--- src/rtl/sme_pkg.sv ---
// Shared types, codes and constants of the serial mouse encoder.
package sme_pkg;

   // Request kinds
   localparam logic [1:0] KIND_EDGE   = 2'd0;
   localparam logic [1:0] KIND_SCAN   = 2'd1;
   localparam logic [1:0] KIND_SAMPLE = 2'd2;

   // Control register indexes
   localparam int unsigned CSR_INDEX_W = 3;
   localparam logic [CSR_INDEX_W-1:0] CSR_DEAD_BAND  = 3'd0;
   localparam logic [CSR_INDEX_W-1:0] CSR_LEFT_CODE  = 3'd1;
   localparam logic [CSR_INDEX_W-1:0] CSR_RIGHT_CODE = 3'd2;
   localparam logic [CSR_INDEX_W-1:0] CSR_OFF_CODE   = 3'd3;
   localparam logic [CSR_INDEX_W-1:0] CSR_HS_COUNT   = 3'd4;

   // Reset values of the control registers
   localparam logic [6:0] DEAD_BAND_RST  = 7'd3;
   localparam logic [7:0] LEFT_CODE_RST  = 8'hFE;
   localparam logic [7:0] RIGHT_CODE_RST = 8'hEF;
   localparam logic [7:0] OFF_CODE_RST   = 8'hFB;
   localparam logic [7:0] HS_COUNT_RST   = 8'd15;

   localparam logic [7:0] IDENT_BYTE   = 8'h4D;
   localparam logic [7:0] PINS_RELEASED = 8'hFF;
   localparam logic [7:0] DELTA_MIN    = 8'h80;

   typedef struct packed {
      logic [6:0] dead_band;
      logic [7:0] left_code;
      logic [7:0] right_code;
      logic [7:0] off_code;
      logic [7:0] handshake_count;
   } cfg_type;

   typedef enum logic [2:0] {
      PH_IDLE  = 3'd0,
      PH_MAYBE = 3'd1,
      PH_PRESS = 3'd2,
      PH_REL1  = 3'd3,
      PH_REL2  = 3'd4
   } phase_type;

   typedef struct packed {
      logic left_down;
      logic right_down;
      logic mouse_off;
   } button_type;

   // Packet byte slots
   localparam logic [1:0] SLOT_HEAD = 2'd0;
   localparam logic [1:0] SLOT_X    = 2'd1;
   localparam logic [1:0] SLOT_Y    = 2'd2;

endpackage

--- src/rtl/sme_if.sv ---
// Channel interfaces: request, response and control register write.
interface sme_req_if;
   logic       valid;
   logic       ready;
   logic [1:0] kind;
   logic [7:0] pins;
   logic [7:0] x_sample;
   logic [7:0] y_sample;
   modport source (output valid, kind, pins, x_sample, y_sample, input ready);
   modport sink   (input valid, kind, pins, x_sample, y_sample, output ready);
endinterface

interface sme_rsp_if;
   logic       valid;
   logic       ready;
   logic [7:0] tx_byte;
   modport source (output valid, tx_byte, input ready);
   modport sink   (input valid, tx_byte, output ready);
endinterface

interface sme_csr_if;
   logic       valid;
   logic       ready;
   logic [2:0] index;
   logic [7:0] wdata;
   modport source (output valid, index, wdata, input ready);
   modport sink   (input valid, index, wdata, output ready);
endinterface

--- src/rtl/sme_debounce.sv ---
// Button debounce state machine with press latches and output-off toggle.
module sme_debounce
   import sme_pkg::*;
(
   input  logic       clock,
   input  logic       reset,
   input  logic       scan_en,
   input  logic [7:0] pins,
   input  cfg_type    cfg,
   output button_type buttons
);

   phase_type  phase_ff, phase_in;
   logic [7:0] held_ff, held_in;
   logic       left_ff, left_in;
   logic       right_ff, right_in;
   logic       toggle_done_ff, toggle_done_in;
   logic       off_ff, off_in;
   logic       same;

   assign same = (pins == held_ff);

   // next state
   always_comb begin
      phase_in = phase_ff;
      if (scan_en) begin
         case (phase_ff)
            PH_IDLE:  phase_in = (pins != PINS_RELEASED) ? PH_MAYBE : PH_IDLE;
            PH_MAYBE: phase_in = same ? PH_PRESS : PH_IDLE;
            PH_PRESS: phase_in = same ? PH_PRESS : PH_REL1;
            PH_REL1:  phase_in = same ? PH_PRESS : PH_REL2;
            PH_REL2:  phase_in = same ? PH_REL1 : PH_IDLE;
            default:  phase_in = PH_IDLE;
         endcase
      end
   end

   // latches
   always_comb begin
      held_in        = held_ff;
      left_in        = left_ff;
      right_in       = right_ff;
      toggle_done_in = toggle_done_ff;
      off_in         = off_ff;
      if (scan_en) begin
         case (phase_ff)
            PH_IDLE: begin
               if (pins != PINS_RELEASED) begin
                  held_in = pins;
               end else begin
                  toggle_done_in = 1'b0;
               end
            end
            PH_PRESS: begin
               if (same) begin
                  if (pins == cfg.left_code) begin
                     left_in = 1'b1;
                  end else if (pins == cfg.right_code) begin
                     right_in = 1'b1;
                  end
                  if (pins == cfg.off_code && !toggle_done_ff) begin
                     off_in         = ~off_ff;
                     toggle_done_in = 1'b1;
                  end
               end
            end
            PH_REL2: begin
               if (!same) begin
                  left_in        = 1'b0;
                  right_in       = 1'b0;
                  held_in        = 8'h00;
                  toggle_done_in = 1'b0;
               end
            end
            default: ;
         endcase
      end
   end

   always_ff @(posedge clock) begin
      if (reset) begin
         phase_ff       <= PH_IDLE;
         held_ff        <= 8'h00;
         left_ff        <= 1'b0;
         right_ff       <= 1'b0;
         toggle_done_ff <= 1'b0;
         off_ff         <= 1'b0;
      end else begin
         phase_ff       <= phase_in;
         held_ff        <= held_in;
         left_ff        <= left_in;
         right_ff       <= right_in;
         toggle_done_ff <= toggle_done_in;
         off_ff         <= off_in;
      end
   end

   assign buttons.left_down  = left_ff;
   assign buttons.right_down = right_ff;
   assign buttons.mouse_off  = off_ff;

endmodule

--- src/rtl/sme_packet.sv ---
// Position path: origin capture, deadband deltas and three-byte packet builder.
module sme_packet
   import sme_pkg::*;
(
   input  logic       clock,
   input  logic       reset,
   input  logic       sample_en,
   input  logic [7:0] x_sample,
   input  logic [7:0] y_sample,
   input  logic [6:0] dead_band,
   input  button_type buttons,
   output logic [7:0] tx_byte
);

   logic [7:0] x_origin_ff, x_origin_in;
   logic [7:0] y_origin_ff, y_origin_in;
   logic [7:0] x_delta_ff, x_delta_in;
   logic [7:0] y_delta_ff, y_delta_in;
   logic [1:0] slot_ff, slot_in;
   logic [7:0] x_band, y_band;

   function automatic logic [7:0] apply_band(input logic [7:0] d, input logic [6:0] band);
      logic [7:0] mag;
      mag = d[7] ? (8'h00 - d) : d;
      if (d == DELTA_MIN) begin
         return d;
      end
      return (mag <= {1'b0, band}) ? 8'h00 : d;
   endfunction

   assign x_origin_in = (sample_en && x_origin_ff == 8'h00) ? x_sample : x_origin_ff;
   assign y_origin_in = (sample_en && y_origin_ff == 8'h00) ? y_sample : y_origin_ff;
   assign x_band = apply_band(x_sample - x_origin_in, dead_band);
   assign y_band = apply_band(y_sample - y_origin_in, dead_band);

   always_comb begin
      x_delta_in = x_delta_ff;
      y_delta_in = y_delta_ff;
      slot_in    = slot_ff;
      case (slot_ff)
         SLOT_X: begin
            tx_byte = {2'b10, x_delta_ff[5:0]};
            if (sample_en) slot_in = SLOT_Y;
         end
         SLOT_Y: begin
            tx_byte = {2'b10, y_delta_ff[5:0]};
            if (sample_en) slot_in = SLOT_HEAD;
         end
         default: begin
            tx_byte = {2'b11, buttons.left_down, buttons.right_down,
                       y_band[7:6], x_band[7:6]};
            if (sample_en) begin
               x_delta_in = x_band;
               y_delta_in = y_band;
               slot_in    = SLOT_X;
            end
         end
      endcase
   end

   always_ff @(posedge clock) begin
      if (reset) begin
         x_origin_ff <= 8'h00;
         y_origin_ff <= 8'h00;
         x_delta_ff  <= 8'h00;
         y_delta_ff  <= 8'h00;
         slot_ff     <= SLOT_HEAD;
      end else begin
         x_origin_ff <= x_origin_in;
         y_origin_ff <= y_origin_in;
         x_delta_ff  <= x_delta_in;
         y_delta_ff  <= y_delta_in;
         slot_ff     <= slot_in;
      end
   end

endmodule

--- src/rtl/serial_mouse_encoder_top.sv ---
// Top level of the serial mouse encoder.
//
// Channels: req_ch carries one request per handshake (kind, pins, x/y
// samples); rsp_ch returns at most one tx_byte per request; csr_ch writes
// the five control registers (dead band, left/right/off codes, handshake
// count) and is always ready.
// A request is decoded in the cycle it is accepted: identification state,
// the debounce machine and the packet builder update at that edge, and the
// byte that results is loaded into the response register.
// A response is valid in the cycle after its request is accepted.
// Throughput: one request per cycle unless a stalled receiver holds it off, set by the single response register.
// req_ch.ready stays high while the response register is empty or is being
// drained in the same cycle, so a stalled receiver holds off new requests
// only while an undelivered byte is waiting.
// Reset (synchronous, active high) returns all control registers to their
// defaults, clears the identification count, data mode, debounce state,
// origins and packet slot, and empties the response register.
module serial_mouse_encoder_top
   import sme_pkg::*;
(
   input  logic      clock,
   input  logic      reset,
   sme_req_if.sink   req_ch,
   sme_rsp_if.source rsp_ch,
   sme_csr_if.sink   csr_ch
);

   cfg_type    cfg_ff, cfg_in;
   logic       edge_seen_ff, edge_seen_in;
   logic [7:0] ident_sent_ff, ident_sent_in;
   logic       data_mode_ff, data_mode_in;
   logic       rsp_valid_ff, rsp_valid_in;
   logic [7:0] tx_byte_ff, tx_byte_in;

   logic       req_fire;
   logic       scan_en, sample_en, ident_en;
   logic [7:0] ident_next;
   logic [7:0] packet_byte;
   button_type buttons;

   // control register writes
   assign csr_ch.ready = 1'b1;
   always_comb begin
      cfg_in = cfg_ff;
      if (csr_ch.valid) begin
         case (csr_ch.index)
            CSR_DEAD_BAND:  cfg_in.dead_band       = csr_ch.wdata[6:0];
            CSR_LEFT_CODE:  cfg_in.left_code       = csr_ch.wdata;
            CSR_RIGHT_CODE: cfg_in.right_code      = csr_ch.wdata;
            CSR_OFF_CODE:   cfg_in.off_code        = csr_ch.wdata;
            CSR_HS_COUNT:   cfg_in.handshake_count = csr_ch.wdata;
            default: ;
         endcase
      end
   end

   // request decode; a new request enters when the response slot frees up
   assign req_ch.ready = !rsp_valid_ff || rsp_ch.ready;
   assign req_fire     = req_ch.valid && req_ch.ready;
   assign scan_en      = req_fire && req_ch.kind == KIND_SCAN && data_mode_ff;
   assign sample_en    = req_fire && req_ch.kind == KIND_SAMPLE && data_mode_ff
                         && !buttons.mouse_off;
   assign ident_en     = req_fire && req_ch.kind == KIND_EDGE && !data_mode_ff
                         && edge_seen_ff;
   assign ident_next   = ident_sent_ff + 8'd1;

   // identification handshake: first edge only arms the counter
   always_comb begin
      edge_seen_in  = edge_seen_ff;
      ident_sent_in = ident_sent_ff;
      data_mode_in  = data_mode_ff;
      if (req_fire && req_ch.kind == KIND_EDGE && !data_mode_ff) begin
         edge_seen_in = 1'b1;
      end
      if (ident_en) begin
         ident_sent_in = ident_next;
         if (ident_next == cfg_ff.handshake_count) begin
            data_mode_in = 1'b1;
         end
      end
   end

   sme_debounce u_debounce (
      .clock   (clock),
      .reset   (reset),
      .scan_en (scan_en),
      .pins    (req_ch.pins),
      .cfg     (cfg_ff),
      .buttons (buttons)
   );

   sme_packet u_packet (
      .clock     (clock),
      .reset     (reset),
      .sample_en (sample_en),
      .x_sample  (req_ch.x_sample),
      .y_sample  (req_ch.y_sample),
      .dead_band (cfg_ff.dead_band),
      .buttons   (buttons),
      .tx_byte   (packet_byte)
   );

   // response register
   always_comb begin
      rsp_valid_in = rsp_valid_ff && !rsp_ch.ready;
      tx_byte_in   = tx_byte_ff;
      if (ident_en) begin
         rsp_valid_in = 1'b1;
         tx_byte_in   = IDENT_BYTE;
      end else if (sample_en) begin
         rsp_valid_in = 1'b1;
         tx_byte_in   = packet_byte;
      end
   end

   always_ff @(posedge clock) begin
      if (reset) begin
         cfg_ff.dead_band       <= DEAD_BAND_RST;
         cfg_ff.left_code       <= LEFT_CODE_RST;
         cfg_ff.right_code      <= RIGHT_CODE_RST;
         cfg_ff.off_code        <= OFF_CODE_RST;
         cfg_ff.handshake_count <= HS_COUNT_RST;
         edge_seen_ff           <= 1'b0;
         ident_sent_ff          <= 8'h00;
         data_mode_ff           <= 1'b0;
         rsp_valid_ff           <= 1'b0;
      end else begin
         cfg_ff        <= cfg_in;
         edge_seen_ff  <= edge_seen_in;
         ident_sent_ff <= ident_sent_in;
         data_mode_ff  <= data_mode_in;
         rsp_valid_ff  <= rsp_valid_in;
      end
   end

   always_ff @(posedge clock) begin
      tx_byte_ff <= tx_byte_in;
   end

   assign rsp_ch.valid   = rsp_valid_ff;
   assign rsp_ch.tx_byte = tx_byte_ff;

endmodule

--- src/flat_wrapper.sv ---
// flat-port wrapper written by rule: the top's interface ports become plain ports
module serial_mouse_encoder_top_flat import sme_pkg::*;
  (clock, reset, req_ch_valid, req_ch_kind, req_ch_pins, req_ch_x_sample, req_ch_y_sample, req_ch_ready, rsp_ch_valid, rsp_ch_tx_byte, rsp_ch_ready, csr_ch_valid, csr_ch_index, csr_ch_wdata, csr_ch_ready);
  sme_req_if req_ch_i ();
  sme_rsp_if rsp_ch_i ();
  sme_csr_if csr_ch_i ();
  input  logic clock;
  input  logic reset;
  input wire logic [$bits(req_ch_i.valid)-1:0] req_ch_valid;
  input wire logic [$bits(req_ch_i.kind)-1:0] req_ch_kind;
  input wire logic [$bits(req_ch_i.pins)-1:0] req_ch_pins;
  input wire logic [$bits(req_ch_i.x_sample)-1:0] req_ch_x_sample;
  input wire logic [$bits(req_ch_i.y_sample)-1:0] req_ch_y_sample;
  output wire logic [$bits(req_ch_i.ready)-1:0] req_ch_ready;
  output wire logic [$bits(rsp_ch_i.valid)-1:0] rsp_ch_valid;
  output wire logic [$bits(rsp_ch_i.tx_byte)-1:0] rsp_ch_tx_byte;
  input wire logic [$bits(rsp_ch_i.ready)-1:0] rsp_ch_ready;
  input wire logic [$bits(csr_ch_i.valid)-1:0] csr_ch_valid;
  input wire logic [$bits(csr_ch_i.index)-1:0] csr_ch_index;
  input wire logic [$bits(csr_ch_i.wdata)-1:0] csr_ch_wdata;
  output wire logic [$bits(csr_ch_i.ready)-1:0] csr_ch_ready;
  assign req_ch_i.valid = req_ch_valid;
  assign req_ch_i.kind = req_ch_kind;
  assign req_ch_i.pins = req_ch_pins;
  assign req_ch_i.x_sample = req_ch_x_sample;
  assign req_ch_i.y_sample = req_ch_y_sample;
  assign req_ch_ready = req_ch_i.ready;
  assign rsp_ch_valid = rsp_ch_i.valid;
  assign rsp_ch_tx_byte = rsp_ch_i.tx_byte;
  assign rsp_ch_i.ready = rsp_ch_ready;
  assign csr_ch_i.valid = csr_ch_valid;
  assign csr_ch_i.index = csr_ch_index;
  assign csr_ch_i.wdata = csr_ch_wdata;
  assign csr_ch_ready = csr_ch_i.ready;
  serial_mouse_encoder_top u_core (.clock(clock), .reset(reset), .req_ch(req_ch_i), .rsp_ch(rsp_ch_i), .csr_ch(csr_ch_i));
endmodule
--- config.mk ---
export PLATFORM = sky130hd
export DESIGN_NAME = serial_mouse_encoder_top_flat
export DESIGN_NICKNAME = d
export VERILOG_FILES = /design/src/rtl/sme_pkg.sv /design/src/rtl/sme_if.sv /design/src/rtl/sme_debounce.sv /design/src/rtl/sme_packet.sv /design/src/rtl/serial_mouse_encoder_top.sv /design/src/flat_wrapper.sv
export SDC_FILE = /design/constraint.sdc
export NUM_CORES = 1
export LEC_CHECK = 0
export BUFFER_PORTS_ARGS = -buffer_cell sky130_fd_sc_hd__buf_4
export CORE_ASPECT_RATIO = 2
export CORE_UTILIZATION = 60
export CTS_CLUSTER_DIAMETER = 40
export DETAILED_ROUTE_END_ITERATION = 10
export GPL_TIMING_DRIVEN = 0
export PLACE_DENSITY = 0.8
export SETUP_SLACK_MARGIN = 0.1
export SYNTH_ARGS = -nofsm -noshare
export SYNTH_HDL_FRONTEND = slang
export SYNTH_SLANG_ARGS = --single-unit
--- constraint.sdc ---
create_clock -name clock -period 6.1 [get_ports clock]
set_input_delay 0 -clock clock [delete_from_list [all_inputs] [get_ports clock]]
set_output_delay 0 -clock clock [all_outputs]
set_load 0.02 [all_outputs]
==> results.cfg, run 1 <==
[setup_path]
start_kind = flip-flop
path_class = reg2reg
required_ns = 6.31
crit_fanout = 10
cp-end-kind = flip-flop
worst-r2r-cell-count = 22
arrival_ns = 5.82

[floorplanning]
dieArea_sq_um = 10500
start_util_pct = 62.1
fp.dieH_microns = 144
io_pins = 53
design.core.area_sq_um = 9760
rows = 51
die_width_microns = 73.1

[synth]
synthArstFlopShare_pct = 0
synth.top_cells.by_area = dfxtp_1, nand2_1, ha_1
synth_top_cell_area_share_pct = 34.0
yosysTopAreaCell = dfxtp_1
synth-edff-count = 0
ys_types = 64
ys_ff_latch = 103
synth_most_common_cell = nand2_1
synth_area_sq_um = 6070
syn_nets = 841
synthTopCellsByCount = nand2_1, dfxtp_1, nor2_1
synth_warnings = 0
synth_cells = 765
syn_area_per_cell_sq_um = 7.93
ys_seq_area_share_pct = 34.0
yosys_most_used_dff = dfxtp_1

[detailed_routing]
viasPerCell = 6.03
remaining_drc_errors = 0
drt_iter0_drc = 364
top_layer_used = met4
ant_nets = 0
routed-via-count = 5908
wl_per_cell_microns = 17.8
dr_wl_met2_microns = 9350
wl_met3_microns = 766
finalWirelength_microns = 17400
wl_met1_microns = 5890
first_pass_iters = 5

[layout]
antenna_cells = 0
nets = 918
fin_util_pct = 72.9
drive_gt1_share_pct = 8.85
area_growth_pct = 17.2

[timing]
rsz0062_at_grt = false
setup_tns_ns = 0
max_freq_ghz = 0.178
drv_slew = 0
max_slew.worst_pin.slew_ns = 0.775
finalCritPeriodShare_pct = 92.0
fin_worst_skew_ns = 0.00993
slew_headroom_pct = 48.3
finalHoldWorstSlack_ns = -0.00465
setup_viol = 0
hold_viol = 1
min_period_ns = 5.61

[clock_tree]
numCtsBuffers = 9
cts.sinks = 103
cts-root-buf = clkbuf_16
post-cts-setup-buffers = 0
path_clk_slew_ns = 0.07
htree_levels = 3
clockBufferDepth = 2
cts_tree = yes
clk_latency_ns = 0.36

[status]
status = finished with violations
violations = hold timing

[grt]
grt_max_degree = 19
grt_pass1_vias = 6165
antenna_found_initial = 0
gr-usage-all-layers_pct = 35.1
grt.overflow.total = 0
grt_pass1_wl_microns = 28000

[placed_design]
dp_hpwl_microns = 13000
port_buffers = 42
place.gp.congestion = 0.960

[min_path]
hp-class = in2reg
whs_path_depth = 3

[job]
drv_cap = 0

[power_and_ir_drop]
p_leak_nw = 2.72
p_total_mw = 1.59
peakVddDrop_v = 0.000189
power_density_nw_per_um2 = 223
per-stage QoR:
stage | hold slack, ns | cell area (sq um) | setup WS, ns | std cells
after floorplan | 0.118 | 6070 | 1.04 | 765
after global placement | 0.240 | 6550 | -0.00978 | 939
after detailed placement | 0.266 | 6550 | -0.0709 | 939
after CTS | 0.00216 | 7100 | 0.109 | 979
after global routing | 0.0317 | 7110 | 0.134 | 979
final | -0.00465 | 7110 | 0.489 | 979
cell usage in the layout (no fill, tap or decap), drive strengths merged, types with 5 or more instances in the layout:
master / synthesis / final
or4: 5 / 5
a21oi: 64 / 64
a22oi: 6 / 6
nor2: 64 / 64
o21ai: 30 / 30
a31oi: 8 / 8
dfxtp: 103 / 103
a211o: 11 / 11
ha: 32 / 32
nand3b: 24 / 24
nand4: 12 / 12
nor2b: 16 / 16
dlygate4sd3: 0 / 24
nor3: 16 / 16
and2: 7 / 7
o211ai: 6 / 6
and3: 9 / 9
buf: 3 / 45
nand2b: 11 / 11
nor4: 13 / 13
nand3: 23 / 23
o21a: 8 / 8
clkbuf: 38 / 48
inv: 19 / 22
xor2: 33 / 33
xnor2: 37 / 37
a21o: 5 / 5
nand2: 118 / 118
flip-flops by register name, indices dropped and copies added, names as in the netlist:
signal	cells
u_core.u_packet.y_origin_ff	8
u_core.rsp_ch.tx_byte	8
u_core.u_packet.y_delta_ff	6
u_core.u_debounce.off_ff	1
u_core.rsp_ch.valid	1
u_core.data_mode_ff	1
u_core.u_packet.x_delta_ff	6
u_core.u_packet.x_origin_ff	8
u_core.ident_sent_ff	8
u_core.edge_seen_ff	1
u_core.u_debounce.held_ff	8
u_core.u_debounce.left_ff	1
u_core.u_packet.slot_ff	2
u_core.cfg_ff	39
u_core.u_debounce.right_ff	1
u_core.u_debounce.toggle_done_ff	1
u_core.u_debounce.phase_ff	3
what timing repair did:
action	CTS	global route
hold buffers	24	0
setup endpoints to repair	8	8
resized for setup	1	3
hold endpoints to repair	54	0
final cells by class:
| cell class | instances | area, sq um |
|---|---|---|
| clock inverters | 6 | 75.1 |
| inverters | 19 | 71.3 |
| plain buffers | 41 | 161 |
| fillers | 781 | 2650 |
| repair buffers | 66 | 556 |
| flip-flops and latches | 103 | 2060 |
| multi-input cells | 602 | 3790 |
| well taps | 132 | 165 |
| clock buffers | 10 | 229 |
final timing paths:
kind                               startpoint                                    endpoint  slack (ns)
min                        req_ch_y_sample[0]   u_core.u_packet.y_origin_ff[0]$_SDFF_PP0_      -0.005
max reg2reg  u_core.data_mode_ff$_SDFFE_PP0P_  u_core.u_packet.y_delta_ff[5]$_SDFFE_PP0P_        0.49
min reg2reg    u_core.cfg_ff[38]$_SDFFE_PP0P_              u_core.cfg_ff[38]$_SDFFE_PP0P_        0.47
max          u_core.data_mode_ff$_SDFFE_PP0P_  u_core.u_packet.y_delta_ff[5]$_SDFFE_PP0P_        0.49
worst max-delay path: stages, from the launching register on:
cell	delay, ns
dfxtp_1	0.40
and4bb_1	0.27
nand3_2	0.21
clkbuf_1	0.53
nor2_4	0.15
a21oi_1	0.30
ha_1	0.29
nor2b_1	0.13
o21a_1	0.22
a211oi_1	0.24
o2bb2ai_1	0.20
mux2i_1	0.21
nand4_1	0.33
mux2_2	0.39
ha_1	0.30
nor2b_1	0.13
o21a_1	0.17
o21ai_0	0.16
a21oi_1	0.13
o31ai_4	0.36
nor3b_1	0.14
a21oi_1	0.15
nor2_1	0.05
cell families after synthesis:
| group | after synthesis | synth area share (%) |
|---|---|---|
| AO/OA/AOI/OAI | 163 | 17.1 |
| other | 1 | 0.0618 |
| multiplexers | 5 | 0.846 |
| flip-flops | 103 | 34.0 |
| XOR/XNOR | 70 | 10.1 |
| AND/OR/NAND/NOR | 329 | 26.8 |
| buffers and inverters | 60 | 3.84 |
| adder cells (fa/ha/maj) | 34 | 7.26 |
power by group:
group	leakage (nW)	switching (mW)	internal, mW	total, mW
Combinational	1.74	0.164	0.124	0.288
Sequential	0.835	0.0121	0.688	0.700
Clock	0.146	0.275	0.325	0.600
per-layer routing:
layer / GRT usage (%) / vias to the layer above
li1: - / 2825
met2: 64.9 / 215
met5: 0 / -
met3: 5.99 / 94
met4: 31.3 / 0
met1: 31.0 / 2774
Note: power is estimated with default switching activity, not from simulation.
==> inputs of run 2 (changes only) <==
- CTS_CLUSTER_SIZE: unset -> 10
- HOLD_SLACK_MARGIN: unset -> 0.06
==> results.cfg, run 2 (synthesized netlist as in run 1, its figures left out) <==
[setup_path]
required_ns = 6.31
path_class = reg2reg
r2r_start = u_core.data_mode_ff$_SDFFE_PP0P_
crit_fanout = 10
cp-end-kind = flip-flop
arrival_ns = 5.83
start_kind = flip-flop
startpoint = u_core.data_mode_ff$_SDFFE_PP0P_

[grt]
use_met2_pct = 65.0
grt_pass1_vias = 6163
antenna_found_initial = 0
grt.overflow.total = 0
grt_pass1_wl_microns = 28100
grt_use_met3_pct = 5.92
gr-usage-all-layers_pct = 35.1
grt_use_met1_pct = 31.1
grt_max_degree = 19
grt.busiest_layer = met2

[layout]
antenna_cells = 0
fillerInstances = 778
drive_gt1_share_pct = 8.83
layout_common_cells = nand2_1, dfxtp_1, a21oi_1, nor2_1, buf_4
area_growth_pct = 17.6
nets = 920
largest_reg_flops = 39
final_common_cell = nand2_1
regMostFlops = u_core.cfg_ff
fin_util_pct = 73.1

[timing]
hold_viol = 0
min_period_ns = 5.62
max_freq_ghz = 0.178
drv_slew = 0
fin_worst_skew_ns = 0.0101
finalCritPeriodShare_pct = 92.1
rsz0062_at_grt = false
slew_headroom_pct = 48.8
setup_viol = 0
max_slew.worst_pin.slew_ns = 0.767

[clock_tree]
cts-root-buf = clkbuf_16
clk_latency_ns = 0.36
cts_tree = yes
clockBufferDepth = 2
path_clk_slew_ns = 0.08
htree_levels = 3
cts.sinks = 103
numCtsBuffers = 9

[job]
drv_cap = 0

[detailed_routing]
remaining_drc_errors = 0
ant_nets = 0
routed-via-count = 5927
first_pass_iters = 8
viasPerCell = 6.04
finalWirelength_microns = 17500
wl_per_cell_microns = 17.8
drt_iter0_drc = 393

[floorplanning]
start_util_pct = 62.1
dieArea_sq_um = 10500
design.core.area_sq_um = 9760
io_pins = 53
die_width_microns = 73.1
fp.dieH_microns = 144
rows = 51

[power_and_ir_drop]
power_density_nw_per_um2 = 223
p_leak_nw = 2.73
peakVddDrop_v = 0.000189
p_total_mw = 1.59

[placed_design]
dp_hpwl_microns = 13000
port_buffers = 42
place.gp.congestion = 0.960

[status]
status = completed

[min_path]
hp-class = in2reg
hold_start = rsp_ch_ready
-- run 2: cell types whose count changed in the layout (fill, tap and decap cells not counted), sizes merged --
cell | previous run | this run
dlygate4sd3 | 24 | 26
-- run 2: path summary, 6_finish.rpt --
| kind | to | slack, ns | depth (start not counted) |
|---|---|---|---|
| worst max register to register | u_core.u_packet.y_delta_ff[5]$_SDFFE_PP0P_ | 0.48 | 22 |
| worst min register to register | u_core.u_debounce.held_ff[2]$_SDFFE_PP0P_ | 0.46 | 2 |
| worst max-delay path | u_core.u_packet.y_delta_ff[5]$_SDFFE_PP0P_ | 0.48 | 22 |
| worst min-delay path | u_core.rsp_ch.valid$_SDFF_PP0_ | 0.08 | 3 |
-- run 2: power by group --
group | leakage (nW) | switching [mW] | internal [mW]
logic | 1.75 | 0.164 | 0.125
registers | 0.835 | 0.0126 | 0.688
clock network | 0.146 | 0.276 | 0.325
total | 2.73 | 0.452 | 1.14
-- run 2: critical path, cell delays in order, from the launching register on --
cell and delay (ns):
dfxtp_1 0.40, and4bb_1 0.27, nand3_2 0.21, clkbuf_1 0.53
nor2_4 0.14, a21oi_1 0.30, ha_1 0.29, nor2b_1 0.13
o21a_1 0.22, a211oi_1 0.24, o2bb2ai_1 0.20, mux2i_1 0.21
nand4_1 0.33, mux2_2 0.39, ha_1 0.30, nor2b_1 0.13
o21a_1 0.17, o21ai_0 0.16, a21oi_1 0.14, o31ai_4 0.37
nor3b_1 0.14, a21oi_1 0.15, nor2_1 0.05
-- run 2: final cells by class --
| class | instances | area [sq um] | area share (%) |
|---|---|---|---|
| flip-flops and latches | 103 | 2060 | 28.9 |
| repair buffers | 68 | 576 | 8.07 |
| clock buffers | 10 | 229 | 3.21 |
| well taps | 132 | 165 | 2.32 |
| clock inverters | 6 | 75.1 | 1.05 |
| inverters | 19 | 71.3 | 1.00 |
| plain buffers | 41 | 161 | 2.26 |
| multi-input cells | 602 | 3790 | 53.2 |
-- run 2: per-layer routing --
metal,up-vias,part of all wire (%)
met2,217,54
li1,2828,-
met5,-,0
met4,0,8.1
met3,90,4.6
met1,2792,34
-- run 2: stage by stage --
step                      setup slack [ns]  cell area [sq um]  setup TNS [ns]  hold slack [ns]  instances
after global routing                 0.134               7130               0           0.0994        981
after floorplan                       1.04               6070               0            0.118        765
final                                0.481               7130               0           0.0793        981
after global placement            -0.00978               6550        -0.00978            0.240        939
after detailed placement           -0.0709               6550         -0.0709            0.266        939
after CTS                            0.109               7120               0           0.0698        981
-- run 2: repair_timing --
action	4_1_cts	5_1_grt
cloned	0	0
endpoints found under the hold margin	56	0
buffers inserted	0	0
endpoints found under the setup margin	8	8
hold buffers	26	0
resized for setup	1	3
==> inputs of run 3 (changes only) <==
- ABC_AREA: unset -> 1
- RECOVER_POWER: unset -> 100
==> results.cfg, run 3 <==
[status]
status = completed

[synth]
synth.top_cells.by_area = dfxtp_1, nand2_1, a21oi_1
synth_cells = 862
yosys_most_used_dff = dfxtp_1
synth_warnings = 0
synth_area_sq_um = 6140
syn_nets = 938
ys_types = 47
syn_area_per_cell_sq_um = 7.12
ys_seq_area_share_pct = 33.6
synthTopCellsByCount = nand2_1, inv_1, dfxtp_1
yosysTopAreaCell = dfxtp_1
synthArstFlopShare_pct = 0
synth_most_common_cell = nand2_1
synth-edff-count = 0
synth_top_cell_area_share_pct = 33.6
ys_ff_latch = 103

[grt]
grt_pass1_wl_microns = 27500
grt.overflow.total = 0
grt_max_degree = 17
gr-usage-all-layers_pct = 33.0
grt.busiest_layer = met2
use_met2_pct = 62.8
antenna_found_initial = 0
grt_pass1_vias = 6170
grt_use_met3_pct = 4.44
grt_use_met1_pct = 31.0

[timing]
hold_viol = 0
setup_viol = 0
max_freq_ghz = 0.204
setup_tns_ns = 0
rsz0062_at_grt = false
drv_slew = 0
slew_headroom_pct = 32.2
fin_worst_skew_ns = 0.0119
min_period_ns = 4.89
finalCritPeriodShare_pct = 80.2
max_slew.worst_pin.slew_ns = 1.01

[clock_tree]
numCtsBuffers = 9
cts_tree = yes
path_clk_slew_ns = 0.07
cts-root-buf = clkbuf_16
cts_resized = 0
cts_hold_buf = 39
post-cts-setup-buffers = 0
clk_latency_ns = 0.35
clockBufferDepth = 2
cts.sinks = 103
htree_levels = 3

[detailed_routing]
routed-via-count = 6081
wl_per_cell_microns = 15.4
first_pass_iters = 5
viasPerCell = 5.56
finalWirelength_microns = 16800
drt_iter0_drc = 325
ant_nets = 0
remaining_drc_errors = 0

[layout]
nets = 1033
antenna_cells = 0
final_common_cell = nand2_1
regMostFlops = u_core.cfg_ff
area_growth_pct = 17.4
largest_reg_flops = 39
fin_util_pct = 73.3
drive_gt1_share_pct = 10.1
layout_common_cells = nand2_1, inv_1, dfxtp_1

[floorplanning]
die_width_microns = 73.5
rows = 51
design.core.area_sq_um = 9830
fp.dieH_microns = 145
dieArea_sq_um = 10700
start_util_pct = 62.5
io_pins = 53

[setup_path]
required_ns = 6.40
start_kind = flip-flop
max_stage_delay_ns = 0.67
arrival_ns = 5.19
cp-end-kind = flip-flop
crit_path_frequent_cell = nand2_1
cpLargestDelayFamily = simple AND/OR/NAND/NOR gates
cp_slowest_cell = nor2_1
crit_fanout = 8
path_class = reg2reg
path_buf_inv = 4

[power_and_ir_drop]
p_leak_nw = 3.26
p_total_mw = 1.53
power_density_nw_per_um2 = 213
peakVddDrop_v = 0.000205

[job]
drv_cap = 0

[placed_design]
port_buffers = 45
place.gp.congestion = 0.930
dp_hpwl_microns = 12500

[min_path]
hp-class = in2reg
-- run 3: changes by cell type after synthesis, sizes merged, moves of 9 or more --
cell	previous run	this run
a21oi	64	89
nand2	118	208
o21ai	30	42
nor2	64	78
inv	19	109
nand3	23	54
nor3	16	4
clkbuf	38	17
nand3b	24	7
and3	9	0
xnor2	37	12
nor2b	16	0
nand2b	11	0
a211o	11	0
-- run 3: cells by family (layout without fill, tap and decap cells) --
kind of cell / after synthesis / count (layout) / synth area share (%)
and+or+nand+nor: 382 / 382 / 29.7
buffers and inverters: 137 / 236 / 8.62
muxes: 2 / 2 / 0.326
adders and majority gates: 34 / 34 / 7.18
other: 1 / 1 / 0.0611
AOI/OAI and AO/OA: 162 / 162 / 14.7
xor gates and xnor gates: 41 / 41 / 5.85
DFF: 103 / 103 / 33.6
-- run 3: path summary, 6_finish.rpt --
path,startpoint,endpoint,slack [ns],depth (start not counted)
setup / recovery,u_core.u_debounce.off_ff$_SDFFE_PP0P_,u_core.rsp_ch.tx_byte[2]$_SDFFE_PP1P_,1.21,28
hold / removal,req_ch_pins[1],u_core.u_debounce.held_ff[1]$_SDFFE_PP0P_,0.1,3
setup reg to reg,u_core.u_debounce.off_ff$_SDFFE_PP0P_,u_core.rsp_ch.tx_byte[2]$_SDFFE_PP1P_,1.21,28
hold reg to reg,u_core.edge_seen_ff$_SDFFE_PP0P_,u_core.edge_seen_ff$_SDFFE_PP0P_,0.46,2
-- run 3: final cells by class --
class	instances	area, sq um
clock inverters	4	31.3
flip-flops and latches	103	2060
repair buffers	84	683
plain buffers	25	105
multi-input cells	622	3500
well taps	132	165
clock buffers	11	233
fillers	847	2620
inverters	112	420
-- run 3: per-stage QoR --
| step | cells | cell area [sq um] | hold slack [ns] | worst slack (ns) |
|---|---|---|---|---|
| floorplan | 862 | 6140 | 0.113 | 2.37 |
| global placement | 1039 | 6640 | 0.260 | 1.90 |
| detailed placement | 1039 | 6640 | 0.268 | 1.87 |
| CTS | 1093 | 7290 | 0.0633 | 1.84 |
| global route | 1093 | 7200 | 0.102 | 0.723 |
| finish | 1093 | 7200 | 0.0974 | 1.21 |
-- run 3: metal layers --
layer	routed length, microns	vias to the layer above	share of wire (%)
met2	9440	186	56
met4	957	0	5.7
met3	520	61	3.1
met5	0	-	0
li1	-	3014	-
met1	5890	2820	35
-- run 3: report_power, final --
part | leakage, nW | switching [mW] | internal [mW]
Clock | 0.118 | 0.258 | 0.276
Sequential | 0.835 | 0.0106 | 0.691
Combinational | 2.30 | 0.179 | 0.119
Total | 3.26 | 0.448 | 1.09
-- run 3: worst register-to-register path, delay by kind of cell, from the launching register on --
family          cells  cell delay, ns
simple gates       14            2.39
compound gates      8            0.95
fa+ha+maj           2            0.69
buf+inv             4            0.48
flops               1            0.33
